## src/hdl/assert_macros.svh

```systemverilog
// Assertion helpers shared by the RTL.
`ifndef ASSERT_MACROS_SVH
`define ASSERT_MACROS_SVH

`ifndef SYNTHESIS
// Checked outside reset.
`define TESP_ASSERT(lbl, prop, msg) \
    lbl: assert property (@(posedge clk) disable iff (!rst_n) prop) else $error(msg);
// Checked on every edge, reset included.
`define TESP_ASSERT_ALWAYS(lbl, prop, msg) \
    lbl: assert property (@(posedge clk) prop) else $error(msg);
`else
`define TESP_ASSERT(lbl, prop, msg)
`define TESP_ASSERT_ALWAYS(lbl, prop, msg)
`endif

`endif

```

## src/hdl/tesp_pkg.sv

```systemverilog
package tesp_pkg;

    // parser modes
    localparam logic [2:0] MODE_TEXT    = 3'd0;
    localparam logic [2:0] MODE_ESC     = 3'd1;
    localparam logic [2:0] MODE_CSI     = 3'd2;
    localparam logic [2:0] MODE_STR     = 3'd3;
    localparam logic [2:0] MODE_STR_BEL = 3'd4;
    localparam logic [2:0] MODE_STR_ESC = 3'd5;
    localparam logic [2:0] MODE_STR_C2  = 3'd6;

    // sequence types
    localparam logic [2:0] SEQ_NONE = 3'd0;
    localparam logic [2:0] SEQ_CSI  = 3'd1;
    localparam logic [2:0] SEQ_OSC  = 3'd2;
    localparam logic [2:0] SEQ_DCS  = 3'd3;
    localparam logic [2:0] SEQ_PM   = 3'd4;
    localparam logic [2:0] SEQ_SOS  = 3'd5;
    localparam logic [2:0] SEQ_APC  = 3'd6;

    // result kinds
    localparam logic [1:0] KIND_TEXT      = 2'd0;
    localparam logic [1:0] KIND_PAYLOAD   = 2'd1;
    localparam logic [1:0] KIND_END       = 2'd2;
    localparam logic [1:0] KIND_MALFORMED = 2'd3;

    // UTF-8 decoder states of note
    localparam logic [3:0] U8_ACCEPT = 4'd0;
    localparam logic [3:0] U8_REJECT = 4'd1;
    localparam logic [3:0] U8_STATES = 4'd9;

    // special bytes
    localparam logic [7:0] B_BEL     = 8'h07;
    localparam logic [7:0] B_ESC     = 8'h1B;
    localparam logic [7:0] B_DASH    = 8'h2D;
    localparam logic [7:0] B_BSLASH  = 8'h5C;
    localparam logic [7:0] B_ESC_DCS = 8'h50;
    localparam logic [7:0] B_ESC_CSI = 8'h5B;
    localparam logic [7:0] B_ESC_OSC = 8'h5D;
    localparam logic [7:0] B_ESC_PM  = 8'h5E;
    localparam logic [7:0] B_ESC_APC = 8'h5F;
    localparam logic [7:0] B_C2      = 8'hC2;
    localparam logic [7:0] B_C1_ST   = 8'h9C;

    // ESC and C1 introducers as decoded codepoints
    localparam logic [20:0] CP_ESC = 21'h1B;
    localparam logic [20:0] CP_DCS = 21'h90;
    localparam logic [20:0] CP_SOS = 21'h98;
    localparam logic [20:0] CP_CSI = 21'h9B;
    localparam logic [20:0] CP_OSC = 21'h9D;
    localparam logic [20:0] CP_PM  = 21'h9E;
    localparam logic [20:0] CP_APC = 21'h9F;

    localparam int QUEUE_DEPTH_DEF = 4;

    typedef struct packed {
        logic [1:0]  kind;
        logic [20:0] value;
        logic [2:0]  seq_type;
    } res_t;

    // results of one input byte
    typedef struct packed {
        res_t r0;
        res_t r1;
        logic two;
    } entry_t;

    typedef struct packed {
        logic full;
        logic empty;
    } q_status_t;

    typedef struct packed {
        logic [3:0]  st;
        logic [20:0] acc;
    } u8_res_t;

    localparam logic [3:0] U8_NEXT [0:8][0:11] = '{
        '{4'd0, 4'd1, 4'd2, 4'd3, 4'd5, 4'd8, 4'd7, 4'd1, 4'd1, 4'd1, 4'd4, 4'd6},
        '{4'd1, 4'd1, 4'd1, 4'd1, 4'd1, 4'd1, 4'd1, 4'd1, 4'd1, 4'd1, 4'd1, 4'd1},
        '{4'd1, 4'd0, 4'd1, 4'd1, 4'd1, 4'd1, 4'd1, 4'd0, 4'd1, 4'd0, 4'd1, 4'd1},
        '{4'd1, 4'd2, 4'd1, 4'd1, 4'd1, 4'd1, 4'd1, 4'd2, 4'd1, 4'd2, 4'd1, 4'd1},
        '{4'd1, 4'd1, 4'd1, 4'd1, 4'd1, 4'd1, 4'd1, 4'd2, 4'd1, 4'd1, 4'd1, 4'd1},
        '{4'd1, 4'd2, 4'd1, 4'd1, 4'd1, 4'd1, 4'd1, 4'd1, 4'd1, 4'd2, 4'd1, 4'd1},
        '{4'd1, 4'd1, 4'd1, 4'd1, 4'd1, 4'd1, 4'd1, 4'd3, 4'd1, 4'd3, 4'd1, 4'd1},
        '{4'd1, 4'd3, 4'd1, 4'd1, 4'd1, 4'd1, 4'd1, 4'd3, 4'd1, 4'd3, 4'd1, 4'd1},
        '{4'd1, 4'd3, 4'd1, 4'd1, 4'd1, 4'd1, 4'd1, 4'd1, 4'd1, 4'd1, 4'd1, 4'd1}
    };

    function automatic logic [3:0] byte_class(input logic [7:0] b);
        logic [3:0] c;
        if (b < 8'h80)       c = 4'd0;
        else if (b < 8'h90)  c = 4'd1;
        else if (b < 8'hA0)  c = 4'd9;
        else if (b < 8'hC0)  c = 4'd7;
        else if (b < 8'hC2)  c = 4'd8;
        else if (b < 8'hE0)  c = 4'd2;
        else if (b == 8'hE0) c = 4'd10;
        else if (b == 8'hED) c = 4'd4;
        else if (b < 8'hF0)  c = 4'd3;
        else if (b == 8'hF0) c = 4'd11;
        else if (b < 8'hF4)  c = 4'd6;
        else if (b == 8'hF4) c = 4'd5;
        else                 c = 4'd8;
        return c;
    endfunction

    // one decoder step; out-of-range states behave as reject
    function automatic u8_res_t u8_step(input logic [3:0] st_in, input logic [20:0] acc,
                                        input logic [7:0] b);
        u8_res_t    r;
        logic [3:0] cls;
        logic [3:0] st;
        logic [7:0] lead_mask;
        cls = byte_class(b);
        st  = (st_in < U8_STATES) ? st_in : U8_REJECT;
        lead_mask = 8'hFF >> cls;
        if (st == U8_ACCEPT)
            r.acc = {13'd0, lead_mask & b};
        else
            r.acc = {acc[14:0], b[5:0]};
        r.st = U8_NEXT[st][cls];
        return r;
    endfunction

endpackage

```

## src/hdl/tesp_byte_if.sv

```systemverilog
interface tesp_byte_if;
    logic       valid;
    logic       ready;
    logic [7:0] byte_in;

    modport source (output valid, output byte_in, input ready);
    modport sink (input valid, input byte_in, output ready);
endinterface

```

## src/hdl/tesp_res_if.sv

```systemverilog
interface tesp_res_if;
    logic        valid;
    logic        ready;
    logic [1:0]  kind;
    logic [20:0] value;
    logic [2:0]  seq_type;
    logic        last;

    modport source (output valid, output kind, output value, output seq_type, output last,
                    input ready);
    modport sink (input valid, input kind, input value, input seq_type, input last,
                  output ready);
endinterface

```

## src/hdl/terminal_escape_sequence_parser_top.sv

```systemverilog
// Channel   Dir  Payload                         Transfer
// byte_ch   in   byte_in[7:0]                    valid & ready
// res_ch    out  kind, value, seq_type, last     valid & ready
//
// One byte per cycle accepted while the queue has room; its results pass through
// the result queue and then the output register before they show on res_ch.
// A byte with two results issues them one after the other; the result queue
// (QUEUE_DEPTH entries) absorbs these, byte_ch.ready drops only when it fills.
// Reset (rst_n low, async) returns the parser to text mode and empties queue
// and output register; no clearing pass is needed.
// Stalls on res_ch back up into the queue; neither side waits on the other
// while the queue has room and data.
`include "assert_macros.svh"

module terminal_escape_sequence_parser_top #(
    parameter int QUEUE_DEPTH = tesp_pkg::QUEUE_DEPTH_DEF
) (
    input logic        clk,
    input logic        rst_n,
    tesp_byte_if.sink  byte_ch,
    tesp_res_if.source res_ch
);

    // Front end: parser state, UTF-8 decode, sequence framing.  Each
    // transferred byte yields zero, one or two results packed in one entry.
    tesp_pkg::q_status_t q_stat;
    logic                push;
    tesp_pkg::entry_t    push_data;
    logic                pop;
    tesp_pkg::entry_t    pop_data;

    tesp_front u_front (
        .clk       (clk),
        .rst_n     (rst_n),
        .byte_ch   (byte_ch),
        .q_stat    (q_stat),
        .push      (push),
        .push_data (push_data)
    );

    // Entry queue decoupling parse from issue.
    tesp_queue #(
        .DEPTH (QUEUE_DEPTH)
    ) u_queue (
        .clk       (clk),
        .rst_n     (rst_n),
        .push      (push),
        .push_data (push_data),
        .pop       (pop),
        .pop_data  (pop_data),
        .q_stat    (q_stat)
    );

    // Back end: one result per cycle into the output register unless res_ch stalls, last set on
    // the final result of each byte.
    tesp_back u_back (
        .clk      (clk),
        .rst_n    (rst_n),
        .q_stat   (q_stat),
        .pop_data (pop_data),
        .pop      (pop),
        .res_ch   (res_ch)
    );

    // Output register is empty while reset is held.
    `TESP_ASSERT_ALWAYS(a_rst_empty, !rst_n |-> !res_ch.valid, "output valid in reset")
    // Second result of a byte follows right after the first.
    `TESP_ASSERT(a_pair, res_ch.valid && res_ch.ready && !res_ch.last |=> res_ch.valid, "pair split")
    // Queued work reaches an idle output register next cycle.
    `TESP_ASSERT(a_issue, (!q_stat.empty && !res_ch.valid) |=> res_ch.valid, "entry not issued")

endmodule

```

## src/hdl/tesp_front.sv

```systemverilog
// Byte classifier: holds parser state, turns each byte into 0..2 results.
module tesp_front (
    input  logic                clk,
    input  logic                rst_n,
    tesp_byte_if.sink           byte_ch,
    input  tesp_pkg::q_status_t q_stat,
    output logic                push,
    output tesp_pkg::entry_t    push_data
);

    logic [2:0]  mode_reg, mode_next;
    logic [2:0]  seq_reg, seq_next;
    logic        phase_reg, phase_next;
    logic [3:0]  u8_reg, u8_next;
    logic [20:0] acc_reg, acc_next;

    logic [7:0]  b;
    logic        take;
    logic [1:0]  cnt;
    tesp_pkg::res_t r0, r1;

    // text decode path
    logic [3:0]  tx_st0;
    logic [20:0] tx_acc0;
    tesp_pkg::u8_res_t s1, s2;
    logic [3:0]  tx_st;
    logic [20:0] tx_acc;

    // CSI byte classes
    logic is_param, is_fin, is_inter;

    assign b    = byte_ch.byte_in;
    assign byte_ch.ready = !q_stat.full;
    assign take = byte_ch.valid && !q_stat.full;

    assign tx_st0  = (mode_reg == tesp_pkg::MODE_ESC) ? tesp_pkg::U8_ACCEPT : u8_reg;
    assign tx_acc0 = (mode_reg == tesp_pkg::MODE_ESC) ? 21'd0 : acc_reg;
    assign s1 = tesp_pkg::u8_step(tx_st0, tx_acc0, b);
    assign s2 = tesp_pkg::u8_step(tesp_pkg::U8_ACCEPT, 21'd0, b);

    // reject returns to accept; a partial sequence gets the byte decoded again
    always_comb
    begin
        tx_st  = s1.st;
        tx_acc = s1.acc;
        if (s1.st == tesp_pkg::U8_REJECT)
        begin
            if (tx_st0 != tesp_pkg::U8_ACCEPT && s2.st != tesp_pkg::U8_REJECT)
            begin
                tx_st  = s2.st;
                tx_acc = s2.acc;
            end
            else
            begin
                tx_st  = tesp_pkg::U8_ACCEPT;
                tx_acc = 21'd0;
            end
        end
    end

    assign is_param = (b >= 8'h30 && b <= 8'h3F) || b == tesp_pkg::B_DASH;
    assign is_fin   = !is_param && b >= 8'h40 && b <= 8'h7E;
    assign is_inter = !is_param && b >= 8'h20 && b <= 8'h2F;

    always_comb
    begin
        mode_next  = mode_reg;
        seq_next   = seq_reg;
        phase_next = phase_reg;
        u8_next    = u8_reg;
        acc_next   = acc_reg;
        cnt        = 2'd0;
        r0 = '{kind: tesp_pkg::KIND_PAYLOAD, value: {13'd0, b}, seq_type: seq_reg};
        r1 = '{kind: tesp_pkg::KIND_MALFORMED, value: 21'd0, seq_type: seq_reg};
        case (mode_reg)
            tesp_pkg::MODE_CSI:
            begin
                cnt = 2'd1;
                if (is_fin)
                begin
                    r1.kind    = tesp_pkg::KIND_END;
                    cnt        = 2'd2;
                    mode_next  = tesp_pkg::MODE_TEXT;
                    seq_next   = tesp_pkg::SEQ_NONE;
                    phase_next = 1'b0;
                    u8_next    = tesp_pkg::U8_ACCEPT;
                    acc_next   = 21'd0;
                end
                else if (!phase_reg)
                begin
                    if (is_inter)
                        phase_next = 1'b1;
                    else if (!is_param)
                        cnt = 2'd2;
                end
                else if (!is_inter)
                begin
                    cnt = 2'd2;
                end
            end
            tesp_pkg::MODE_STR, tesp_pkg::MODE_STR_BEL:
            begin
                if (mode_reg == tesp_pkg::MODE_STR_BEL && b == tesp_pkg::B_BEL)
                begin
                    r0.kind    = tesp_pkg::KIND_END;
                    r0.value   = 21'd0;
                    cnt        = 2'd1;
                    mode_next  = tesp_pkg::MODE_TEXT;
                    seq_next   = tesp_pkg::SEQ_NONE;
                    phase_next = 1'b0;
                    u8_next    = tesp_pkg::U8_ACCEPT;
                    acc_next   = 21'd0;
                end
                else if (b == tesp_pkg::B_ESC)
                    mode_next = tesp_pkg::MODE_STR_ESC;
                else if (b == tesp_pkg::B_C2)
                    mode_next = tesp_pkg::MODE_STR_C2;
                else
                    cnt = 2'd1;
            end
            tesp_pkg::MODE_STR_ESC, tesp_pkg::MODE_STR_C2:
            begin
                if ((mode_reg == tesp_pkg::MODE_STR_ESC && b == tesp_pkg::B_BSLASH) ||
                    (mode_reg == tesp_pkg::MODE_STR_C2 && b == tesp_pkg::B_C1_ST))
                begin
                    r0.kind    = tesp_pkg::KIND_END;
                    r0.value   = 21'd0;
                    cnt        = 2'd1;
                    mode_next  = tesp_pkg::MODE_TEXT;
                    seq_next   = tesp_pkg::SEQ_NONE;
                    phase_next = 1'b0;
                    u8_next    = tesp_pkg::U8_ACCEPT;
                    acc_next   = 21'd0;
                end
                else
                begin
                    // held-back byte first, then this one unless it is a second ESC
                    mode_next = tesp_pkg::MODE_STR;
                    r0.value  = (mode_reg == tesp_pkg::MODE_STR_ESC) ?
                                {13'd0, tesp_pkg::B_ESC} : {13'd0, tesp_pkg::B_C2};
                    r1.kind   = tesp_pkg::KIND_PAYLOAD;
                    r1.value  = {13'd0, b};
                    cnt = (mode_reg == tesp_pkg::MODE_STR_ESC && b == tesp_pkg::B_ESC) ?
                          2'd1 : 2'd2;
                end
            end
            default:
            begin
                if (mode_reg == tesp_pkg::MODE_ESC && b == tesp_pkg::B_ESC_DCS)
                begin
                    mode_next = tesp_pkg::MODE_STR;
                    seq_next  = tesp_pkg::SEQ_DCS;
                end
                else if (mode_reg == tesp_pkg::MODE_ESC && b == tesp_pkg::B_ESC_CSI)
                begin
                    mode_next = tesp_pkg::MODE_CSI;
                    seq_next  = tesp_pkg::SEQ_CSI;
                end
                else if (mode_reg == tesp_pkg::MODE_ESC && b == tesp_pkg::B_ESC_OSC)
                begin
                    mode_next = tesp_pkg::MODE_STR_BEL;
                    seq_next  = tesp_pkg::SEQ_OSC;
                end
                else if (mode_reg == tesp_pkg::MODE_ESC && b == tesp_pkg::B_ESC_PM)
                begin
                    mode_next = tesp_pkg::MODE_STR;
                    seq_next  = tesp_pkg::SEQ_PM;
                end
                else if (mode_reg == tesp_pkg::MODE_ESC && b == tesp_pkg::B_ESC_APC)
                begin
                    mode_next = tesp_pkg::MODE_STR;
                    seq_next  = tesp_pkg::SEQ_APC;
                end
                else
                begin
                    // text decode; a stray ESC clears sequence state first
                    mode_next = tesp_pkg::MODE_TEXT;
                    if (mode_reg == tesp_pkg::MODE_ESC)
                    begin
                        seq_next   = tesp_pkg::SEQ_NONE;
                        phase_next = 1'b0;
                    end
                    u8_next  = tx_st;
                    acc_next = tx_acc;
                    if (tx_st == tesp_pkg::U8_ACCEPT && s1.st != tesp_pkg::U8_REJECT ||
                        tx_st == tesp_pkg::U8_ACCEPT && tx_st0 != tesp_pkg::U8_ACCEPT &&
                        s2.st == tesp_pkg::U8_ACCEPT)
                    begin
                        case (tx_acc)
                            tesp_pkg::CP_ESC: mode_next = tesp_pkg::MODE_ESC;
                            tesp_pkg::CP_DCS:
                            begin
                                mode_next = tesp_pkg::MODE_STR;
                                seq_next  = tesp_pkg::SEQ_DCS;
                            end
                            tesp_pkg::CP_CSI:
                            begin
                                mode_next = tesp_pkg::MODE_CSI;
                                seq_next  = tesp_pkg::SEQ_CSI;
                            end
                            tesp_pkg::CP_OSC:
                            begin
                                mode_next = tesp_pkg::MODE_STR_BEL;
                                seq_next  = tesp_pkg::SEQ_OSC;
                            end
                            tesp_pkg::CP_SOS:
                            begin
                                mode_next = tesp_pkg::MODE_STR;
                                seq_next  = tesp_pkg::SEQ_SOS;
                            end
                            tesp_pkg::CP_PM:
                            begin
                                mode_next = tesp_pkg::MODE_STR;
                                seq_next  = tesp_pkg::SEQ_PM;
                            end
                            tesp_pkg::CP_APC:
                            begin
                                mode_next = tesp_pkg::MODE_STR;
                                seq_next  = tesp_pkg::SEQ_APC;
                            end
                            default:
                            begin
                                r0.kind     = tesp_pkg::KIND_TEXT;
                                r0.value    = tx_acc;
                                r0.seq_type = tesp_pkg::SEQ_NONE;
                                cnt         = 2'd1;
                            end
                        endcase
                    end
                end
            end
        endcase
    end

    assign push          = take && cnt != 2'd0;
    assign push_data.r0  = r0;
    assign push_data.r1  = r1;
    assign push_data.two = cnt == 2'd2;

    always_ff @(posedge clk or negedge rst_n)
    begin
        if (!rst_n)
        begin
            mode_reg  <= tesp_pkg::MODE_TEXT;
            seq_reg   <= tesp_pkg::SEQ_NONE;
            phase_reg <= 1'b0;
            u8_reg    <= tesp_pkg::U8_ACCEPT;
            acc_reg   <= 21'd0;
        end
        else if (take)
        begin
            mode_reg  <= mode_next;
            seq_reg   <= seq_next;
            phase_reg <= phase_next;
            u8_reg    <= u8_next;
            acc_reg   <= acc_next;
        end
    end

endmodule

```

## src/hdl/tesp_queue.sv

```systemverilog
// Small FIFO of per-byte result entries.
module tesp_queue #(
    parameter int DEPTH = tesp_pkg::QUEUE_DEPTH_DEF
) (
    input  logic                clk,
    input  logic                rst_n,
    input  logic                push,
    input  tesp_pkg::entry_t    push_data,
    input  logic                pop,
    output tesp_pkg::entry_t    pop_data,
    output tesp_pkg::q_status_t q_stat
);

    localparam int PTR_W = (DEPTH > 1) ? $clog2(DEPTH) : 1;
    localparam int CNT_W = $clog2(DEPTH + 1);
    localparam logic [PTR_W-1:0] LAST_PTR = PTR_W'(DEPTH - 1);
    localparam logic [CNT_W-1:0] FULL_CNT = CNT_W'(DEPTH);

    tesp_pkg::entry_t store_reg [DEPTH];
    logic [PTR_W-1:0] wr_reg, wr_next;
    logic [PTR_W-1:0] rd_reg, rd_next;
    logic [CNT_W-1:0] cnt_reg, cnt_next;

    assign pop_data     = store_reg[rd_reg];
    assign q_stat.full  = cnt_reg == FULL_CNT;
    assign q_stat.empty = cnt_reg == '0;

    always_comb
    begin
        wr_next  = wr_reg;
        rd_next  = rd_reg;
        cnt_next = cnt_reg;
        if (push)
            wr_next = (wr_reg == LAST_PTR) ? '0 : wr_reg + 1'b1;
        if (pop)
            rd_next = (rd_reg == LAST_PTR) ? '0 : rd_reg + 1'b1;
        if (push && !pop)
            cnt_next = cnt_reg + 1'b1;
        else if (pop && !push)
            cnt_next = cnt_reg - 1'b1;
    end

    always_ff @(posedge clk)
    begin
        if (push)
            store_reg[wr_reg] <= push_data;
    end

    always_ff @(posedge clk or negedge rst_n)
    begin
        if (!rst_n)
        begin
            wr_reg  <= '0;
            rd_reg  <= '0;
            cnt_reg <= '0;
        end
        else
        begin
            wr_reg  <= wr_next;
            rd_reg  <= rd_next;
            cnt_reg <= cnt_next;
        end
    end

endmodule

```

## src/hdl/tesp_back.sv

```systemverilog
// Result issue: splits two-result entries, drives the output register.
module tesp_back (
    input  logic                clk,
    input  logic                rst_n,
    input  tesp_pkg::q_status_t q_stat,
    input  tesp_pkg::entry_t    pop_data,
    output logic                pop,
    tesp_res_if.source          res_ch
);

    logic           out_valid_reg, out_valid_next;
    logic           out_last_reg, out_last_next;
    tesp_pkg::res_t out_reg, out_next;
    logic           pend_reg, pend_next;
    tesp_pkg::res_t pend_res_reg, pend_res_next;
    logic           load;

    assign load = !out_valid_reg || res_ch.ready;

    always_comb
    begin
        out_valid_next = out_valid_reg;
        out_last_next  = out_last_reg;
        out_next       = out_reg;
        pend_next      = pend_reg;
        pend_res_next  = pend_res_reg;
        pop            = 1'b0;
        if (load)
        begin
            if (pend_reg)
            begin
                out_valid_next = 1'b1;
                out_next       = pend_res_reg;
                out_last_next  = 1'b1;
                pend_next      = 1'b0;
            end
            else if (!q_stat.empty)
            begin
                pop            = 1'b1;
                out_valid_next = 1'b1;
                out_next       = pop_data.r0;
                out_last_next  = !pop_data.two;
                pend_next      = pop_data.two;
                pend_res_next  = pop_data.r1;
            end
            else
            begin
                out_valid_next = 1'b0;
            end
        end
    end

    always_ff @(posedge clk)
    begin
        out_reg      <= out_next;
        out_last_reg <= out_last_next;
        pend_res_reg <= pend_res_next;
    end

    always_ff @(posedge clk or negedge rst_n)
    begin
        if (!rst_n)
        begin
            out_valid_reg <= 1'b0;
            pend_reg      <= 1'b0;
        end
        else
        begin
            out_valid_reg <= out_valid_next;
            pend_reg      <= pend_next;
        end
    end

    assign res_ch.valid    = out_valid_reg;
    assign res_ch.kind     = out_reg.kind;
    assign res_ch.value    = out_reg.value;
    assign res_ch.seq_type = out_reg.seq_type;
    assign res_ch.last     = out_last_reg;

endmodule

```

## src/flat_wrapper.sv

```systemverilog
// flat-port wrapper written by rule: the top's interface ports become plain ports
module terminal_escape_sequence_parser_top_flat 
#(
    parameter int QUEUE_DEPTH = tesp_pkg::QUEUE_DEPTH_DEF
)
  (clk, rst_n, byte_ch_valid, byte_ch_byte_in, byte_ch_ready, res_ch_valid, res_ch_kind, res_ch_value, res_ch_seq_type, res_ch_last, res_ch_ready);
  tesp_byte_if byte_ch_i ();
  tesp_res_if res_ch_i ();
  input logic clk;
  input logic rst_n;
  input wire logic [$bits(byte_ch_i.valid)-1:0] byte_ch_valid;
  input wire logic [$bits(byte_ch_i.byte_in)-1:0] byte_ch_byte_in;
  output wire logic [$bits(byte_ch_i.ready)-1:0] byte_ch_ready;
  output wire logic [$bits(res_ch_i.valid)-1:0] res_ch_valid;
  output wire logic [$bits(res_ch_i.kind)-1:0] res_ch_kind;
  output wire logic [$bits(res_ch_i.value)-1:0] res_ch_value;
  output wire logic [$bits(res_ch_i.seq_type)-1:0] res_ch_seq_type;
  output wire logic [$bits(res_ch_i.last)-1:0] res_ch_last;
  input wire logic [$bits(res_ch_i.ready)-1:0] res_ch_ready;
  assign byte_ch_i.valid = byte_ch_valid;
  assign byte_ch_i.byte_in = byte_ch_byte_in;
  assign byte_ch_ready = byte_ch_i.ready;
  assign res_ch_valid = res_ch_i.valid;
  assign res_ch_kind = res_ch_i.kind;
  assign res_ch_value = res_ch_i.value;
  assign res_ch_seq_type = res_ch_i.seq_type;
  assign res_ch_last = res_ch_i.last;
  assign res_ch_i.ready = res_ch_ready;
  terminal_escape_sequence_parser_top #(.QUEUE_DEPTH(QUEUE_DEPTH)) u_core (.clk(clk), .rst_n(rst_n), .byte_ch(byte_ch_i), .res_ch(res_ch_i));
endmodule
```

## config.mk

```make
export PLATFORM = sky130hd
export DESIGN_NAME = terminal_escape_sequence_parser_top_flat
export DESIGN_NICKNAME = d
export VERILOG_FILES = /design/src/hdl/tesp_pkg.sv /design/src/hdl/tesp_byte_if.sv /design/src/hdl/tesp_res_if.sv /design/src/hdl/terminal_escape_sequence_parser_top.sv /design/src/hdl/tesp_front.sv /design/src/hdl/tesp_queue.sv /design/src/hdl/tesp_back.sv /design/src/flat_wrapper.sv
export VERILOG_INCLUDE_DIRS = /design/src /design/src/hdl
export SDC_FILE = /design/constraint.sdc
export NUM_CORES = 1
export LEC_CHECK = 0
export BUFFER_PORTS_ARGS = -buffer_cell sky130_fd_sc_hd__buf_4
export CAP_MARGIN = 5
export CORE_MARGIN = 3
export CORE_UTILIZATION = 56
export DETAILED_ROUTE_END_ITERATION = 6
export PLACE_DENSITY_LB_ADDON = 0.2
export SYNTH_ARGS = -nofsm -noshare
export SYNTH_HDL_FRONTEND = slang
export SYNTH_SLANG_ARGS = --single-unit
```

## constraint.sdc

```tcl
create_clock -name clk -period 4.82 [get_ports clk]
set_input_delay 0.964 -clock clk [delete_from_list [all_inputs] [get_ports clk]]
set_output_delay 0.964 -clock clk [all_outputs]
set_load 0.03 [all_outputs]
```

**After elaboration in Yosys (flattened, before gate mapping)**

Memory sizes are Yosys's and may differ from the RTL's.
Cells that the tools add are included.

- Bits in registers: 88
- Bits in writable memories: 212
- ROM bits: 832
- Input bits: 12
- Output and inout bits: 29
- Memories kept: 3

- Add/sub/neg operators: 4
- Magnitude comparators: 17
- Eq/ne operators: 45
- Shifts and indexed selects: 1
- Multiplexer cells: 131
- Bitwise logic cells: 5
- Reductions and logical operators: 51

Memories:

| memory | depth | bits a word | rd ports | clocked after memory_dff | write ports | RTL line | RTL |
|---|---|---|---|---|---|---|---|
| (no name shown) | 16 | 48 | 1 | 0 | 0 | tesp_pkg.sv:123 | `r.st = U8_NEXT[st][cls];` |
| u_core.u_queue.store_reg | 4 | 53 | 1 | 0 | 1 | tesp_queue.sv:19 | `tesp_pkg::entry_t store_reg [DEPTH];` |
| (no name shown) | 16 | 4 | 1 | 0 | 0 | tesp_pkg.sv:123 |  |

Operators by type and width:

| kind | count |
|---|---|
| 2-to-1 mux 26 bit | 8 |
| 2-to-1 mux 15 bit | 9 |
| equality test 21 x 8 -> 1 bit, second input constant | 6 |
| 2-to-1 mux 4 bit | 28 |
| 2-to-1 mux 48 bit | 2 |
| one-hot mux 23 bit (3 select lines) | 1 |
| 2-to-1 mux 3 bit | 22 |
| less-than comparator 8 bit, second input constant | 8 |
| 2-to-1 mux 21 bit | 3 |
| equality test 8 x 7 -> 1 bit, second input constant | 6 |
| equality test 8 bit, second input constant | 6 |
| 2-to-1 mux 23 bit | 2 |
| one-hot mux 15 bit (3 select lines) | 1 |
| 2-to-1 mux 1 bit | 29 |
| != test 4 x 1 -> 1 bit, second input constant | 7 |
| 2-to-1 mux 2 bit | 13 |
| 2-to-1 mux 25 bit | 1 |
| 2-to-1 mux 8 bit | 3 |
| logical AND 1 bit | 22 |
| equality test 21 x 5 -> 1 bit, second input constant | 1 |
| one-hot mux 3 bit (3 select lines) | 2 |
| one-hot mux 3 bit (6 select lines) | 1 |
| AND reduction 9 bit | 2 |
| binary-select mux 4 bit (select 4 bit) | 1 |
| 42 further kinds | 70 |

**Depth between registers and ports, before layout**

- Depth in word-level cells: 38
- Depth in mapped cells: 20

**Modules after synthesis**

Synthesis repeated with hierarchy kept, for this count alone.

- Cell total of the unflattened synthesis: 830
- Area total of the unflattened synthesis: 13200.2 µm²

Modules (own cells, without submodules):

| module | instances | cells an instance | area each (µm²) | sequential area each (µm²) |
|---|---|---|---|---|
| tesp_queue | 1 | 314 | 8131.5 | 6541.3 |
| tesp_front | 1 | 424 | 3056.7 | 650.6 |
| tesp_back | 1 | 92 | 2011.9 | 1641.6 |

**Worst setup path before layout**

Ideal clock, no wire load.

- Path kind: in2reg
- Start: input byte_ch_byte_in[2]
- End: memory u_core.u_queue.store_reg[3][0] (netlist bit), enable pin
- Setup time: 401 ps
- Arrival: 4905 ps
- Required time: 4419 ps
- Setup slack: -487 ps
- Stages: 14
- Buffers on the path: 3
- Cells stage by stage: buf_4 > or3_4 > nand4_1 > nand4_1 > a2111oi_2 > nor3_2 > and4_1 > buf_6 > a31o_1 > o2111a_1 > or4_1 > buf_6 > a211oi_4 > and2_1

- Longest elaborated chain between the ends: 36
- Elaborated cells on any way between the ends: 112
- Those cells by class: order compare (14); eq/ne (25); shift (1); mux (42); bitwise (2); reduce/logical (27); memory (1)

Ends and longest elaborated chain:

| element | RTL line | RTL |
|---|---|---|
| from (decl) | flat_wrapper.sv:12 | `input wire logic [$bits(byte_ch_i.byte_in)-1:0] byte_ch_byte_in;` |
| parallel branches: the longest is 31 deep, another holds less-than comparator 8 bit | n/a |  |
| one-hot mux 2 bit (3 select lines) (*) | tesp_front.sv:75 | `case (mode_reg)` |
| nonzero test 2 bit (*) | tesp_front.sv:235 | `assign push = take && cnt != 2'd0;` |
| logical AND 1 bit (*) | tesp_front.sv:235 |  |
| net u_core.push | terminal_escape_sequence_parser_top.sv:27 | `logic push;` |
| 2-to-1 mux 1 bit (*) | tesp_queue.sv:45 | `if (push)` |
| 2-to-1 mux 1 bit (not written as such) (*) | tesp_queue.sv:46 | `store_reg[wr_reg] <= push_data;` |
| to (decl) | tesp_queue.sv:19 |  |

Mark *: on every way through the listed nets, which the timed path passes. The select of a mux whose other input is x is not followed.

**Worst setup path in the final report**

- Start: input byte_ch_byte_in[5]
- End: register u_core.u_queue.cnt_reg[2]

- Longest elaborated chain between the ends: 37
- Elaborated cells on any way between the ends: 115
- Those cells by class: order compare (14); eq/ne (25); shift (1); mux (41); bitwise (2); reduce/logical (31); memory (1)

Ends and longest elaborated chain:

| element | RTL line | RTL |
|---|---|---|
| parallel branches: the longest is 31 deep, another holds less-than comparator 8 bit | n/a |  |
| one-hot mux 2 bit (3 select lines) (*) | tesp_front.sv:75 |  |
| nonzero test 2 bit (*) | tesp_front.sv:235 |  |
| logical AND 1 bit (*) | tesp_front.sv:235 |  |
| net u_core.push | terminal_escape_sequence_parser_top.sv:27 |  |
| logical NOT 1 bit | tesp_queue.sv:39 | `else if (pop && !push)` |
| logical AND 1 bit | tesp_queue.sv:39 |  |
| nonzero test 2 bit (no source line) | n/a |  |
| to (signal assigned) | tesp_queue.sv:61 | `cnt_reg <= cnt_next;` |
| to (decl) | tesp_queue.sv:22 | `logic [CNT_W-1:0] cnt_reg, cnt_next;` |

Marked as above.
A chain may end at the register's enable or synchronous reset.

==> results.cfg <==
[power]
finalPower_mw = 8.07
p_leak_nw = 4.58
power_density_mw_per_mm2 = 643
ir_worst_vdd_v = 0.000391

[timing]
skew_ns = 0.0280
tightestPinTransition_ns = 1.07
grt_setup_unrepaired = false
period_share_pct = 92.1
setup_ws_ns = 0.380
fin_hold_ws_ns = 0.400
max_freq_mhz = 225
fin_tns_setup_ns = 0
hold_viol = 0
period_minus_slack_ns = 4.44
relSlewSlack_pct = 28.7
slew_violations = 0
setup_viol = 0

[synth]
synth_cells = 731
synthDistinctLibCells = 84
seq_area_frac_synth_pct = 64.3
synth-edff-count = 200
postSynth.asyncResetShare_pct = 14.9
syn_nets = 750
ys_ff_latch = 235
syn_area_mm2 = 0.0107
yosysWarnings = 0
avgSynthCellArea_um2 = 14.6
yosys_most_used_dff = edfxtp_1

[layout]
largest_reg_flops = 160
antenna_cells = 0
fill_cells = 1293
syn_to_final_growth_pct = 17.1
final_nets = 850
drive_above_1_share_pct = 28.3

[place]
gp_congestion = 0.906
hpwl_um = 16200
io_buffer_count = 40
dpl_worst_slack_ns = -0.125

[clock_tree]
cts_buffer_depth = 3
cts_resized = 0
h-tree-depth = 1
postCtsHoldBufs = 0
clkSlewWorstSetupHoldPaths_ns = 0.07
cts-root-buf = clkbuf_16
numCtsBuffers = 24
post_cts_buffers = 0
clock_sinks = 235
tritoncts = done
insertion_delay_ns = 0.51

[route]
viasPerCell = 6.24
drt-total-wl_um = 23700
drtAntennaViolNets = 0
drc_errors = 0
drt-initial-drc-count = 513
drtPass1Iterations = 5
vias = 6729
wl_per_cell_um = 22.0

[grt]
grt_max_degree = 36
grt_pass1_vias = 6873
antenna_found_initial = 0
grt_overflow_total = 0
track_usage_pct = 23.2
grt_pass1_wl_um = 37500

[worst_hold_path]
hold_class = in -> async

[setup_path]
timing.critical_path.cells = buf_4, a21boi_0, nand3_1, a21o_1, a2111oi_4, nor3_4, and4_1, a31o_1, o2111a_1, or4_1, a211oi_4, ha_2, inv_2, fa_2, xor2_1, nor2_1, xor2_1
criticalPathCategory = in -> reg
critPathMaxStageDelay_ns = 0.60
cp_slowest_cell = or4_1
cp-start-kind = input port
worst_path_most_repeated_cell = xor2_1
end_kind = flop
cp.required_ns = 5.25
path_buf_inv = 2
crit_path_max_fanout = 10
critPathTopFamily = compound AO/OA/AOI/OAI gates
arrival_ns = 4.87

[floorplanning]
ios = 41
start_util_pct = 58.2
std_cell_rows = 49
dieWidth_um = 144
core_mm2 = 0.0184
chipHeight_um = 144
die_area_mm2 = 0.0208

[run]
drv_cap = 0

[status]
outcome = completed
[where the power goes]
group / leakage (nW) / total, mW / internal [mW] / switching [mW]
clock: 0.365 / 1.75 / 1.02 / 0.722
combinational: 1.89 / 3.03 / 1.27 / 1.76
sequential: 2.32 / 3.29 / 3.01 / 0.279
[per-layer routing]
layer  share of wire (%)  up-vias  wire length (µm)  GRT usage (%)
li1                    -     3056                 -              -
met1                  45     3406             10600           33.5
met2                  48      217             11300           37.3
met3                 5.3       50              1250           3.97
met4                 2.2        0               510           6.09
met5                   0        -                 0              0
[cells in the final DEF, fill, tap and decap left out, types with 12 or more instances in the layout]
cell and n:
a21oi_1 16, a22o_1 12, and2_1 19, buf_4 112
clkbuf_16 25, dfrtp_1 34, edfxtp_1 200, inv_1 12
mux2_2 16, mux4_2 40, nand2_1 45, nand3_1 16
nor2_1 54, nor2b_1 27, o21ai_0 22
[final timing paths]
check,start,to,depth (start not counted),slack (ns)
max,byte_ch_byte_in[5],u_core.u_queue.cnt_reg[2]$_DFFE_PN0P_,17,0.38
min,rst_n,u_core.u_front.mode_reg[0]$_DFFE_PN0P_,1,0.40
max reg2reg,u_core.u_front.mode_reg[1]$_DFFE_PN0P_,u_core.u_queue.cnt_reg[2]$_DFFE_PN0P_,17,0.40
min reg2reg,u_core.u_front.seq_reg[2]$_DFFE_PN0P_,u_core.u_queue.store_reg[0][3]$_DFFE_PP_,0,0.52
max in group asynchronous,rst_n,u_core.u_front.u8_reg[2]$_DFFE_PN0P_,1,4.03
min in group clk,u_core.u_front.seq_reg[2]$_DFFE_PN0P_,u_core.u_queue.store_reg[0][3]$_DFFE_PP_,0,0.52
[through the flow]
step	std cells	utilization (%)	cell area, µm²
after floorplan	731	-	10800
after detailed placement	1034	64.1	11800
after global routing	1078	68.2	12500
after CTS	1078	68.2	12500
final	1078	68.2	12500
after global placement	1034	64.1	11800
[logic make-up after synthesis]
family	share of synthesized area, %
compound gates	8.72
mux	10.8
fa+ha+maj	1.08
buf+inv	2.55
flops	64.3
simple gates	12.2
xor+xnor	0.327
[Yosys cell counts (all sizes together), types with 4 or more instances]
cell type,instances,share of area (%)
o211ai,4,0.33
nor2,57,2.0
o31ai,5,0.35
ha,6,0.70
a22o,12,0.98
nand4,9,0.53
mux2i,5,0.47
and3,10,0.58
dfrtp,35,8.2
a21o,4,0.28
nor2b,27,1.6
nor3,10,0.56
a21oi,16,0.75
mux2,18,2.0
buf,20,1.3
a32o,4,0.37
a21boi,4,0.28
and4,4,0.33
mux4,40,8.4
nand2b,10,0.58
nand3,16,0.75
o21ai,28,1.3
or4,5,0.35
nand2,45,1.6
o21a,5,0.35
inv,13,0.46
edfxtp,200,56
clkbuf,23,0.81
nor4,8,0.67
and2,24,1.4
a31oi,8,0.47
[area by class of cell]
| cell class | instances | area, µm² | share of cell area (%) |
|---|---|---|---|
| multi-input cells | 440 | 3620 | 28.9 |
| well taps | 229 | 287 | 2.28 |
| repair buffers | 117 | 941 | 7.50 |
| clock inverters | 11 | 90.1 | 0.718 |
| flip-flops and latches | 235 | 6880 | 54.9 |
| clock buffers | 33 | 666 | 5.31 |
| inverters | 13 | 48.8 | 0.389 |
No activity file was read; power rests on OpenSTA's default activity.
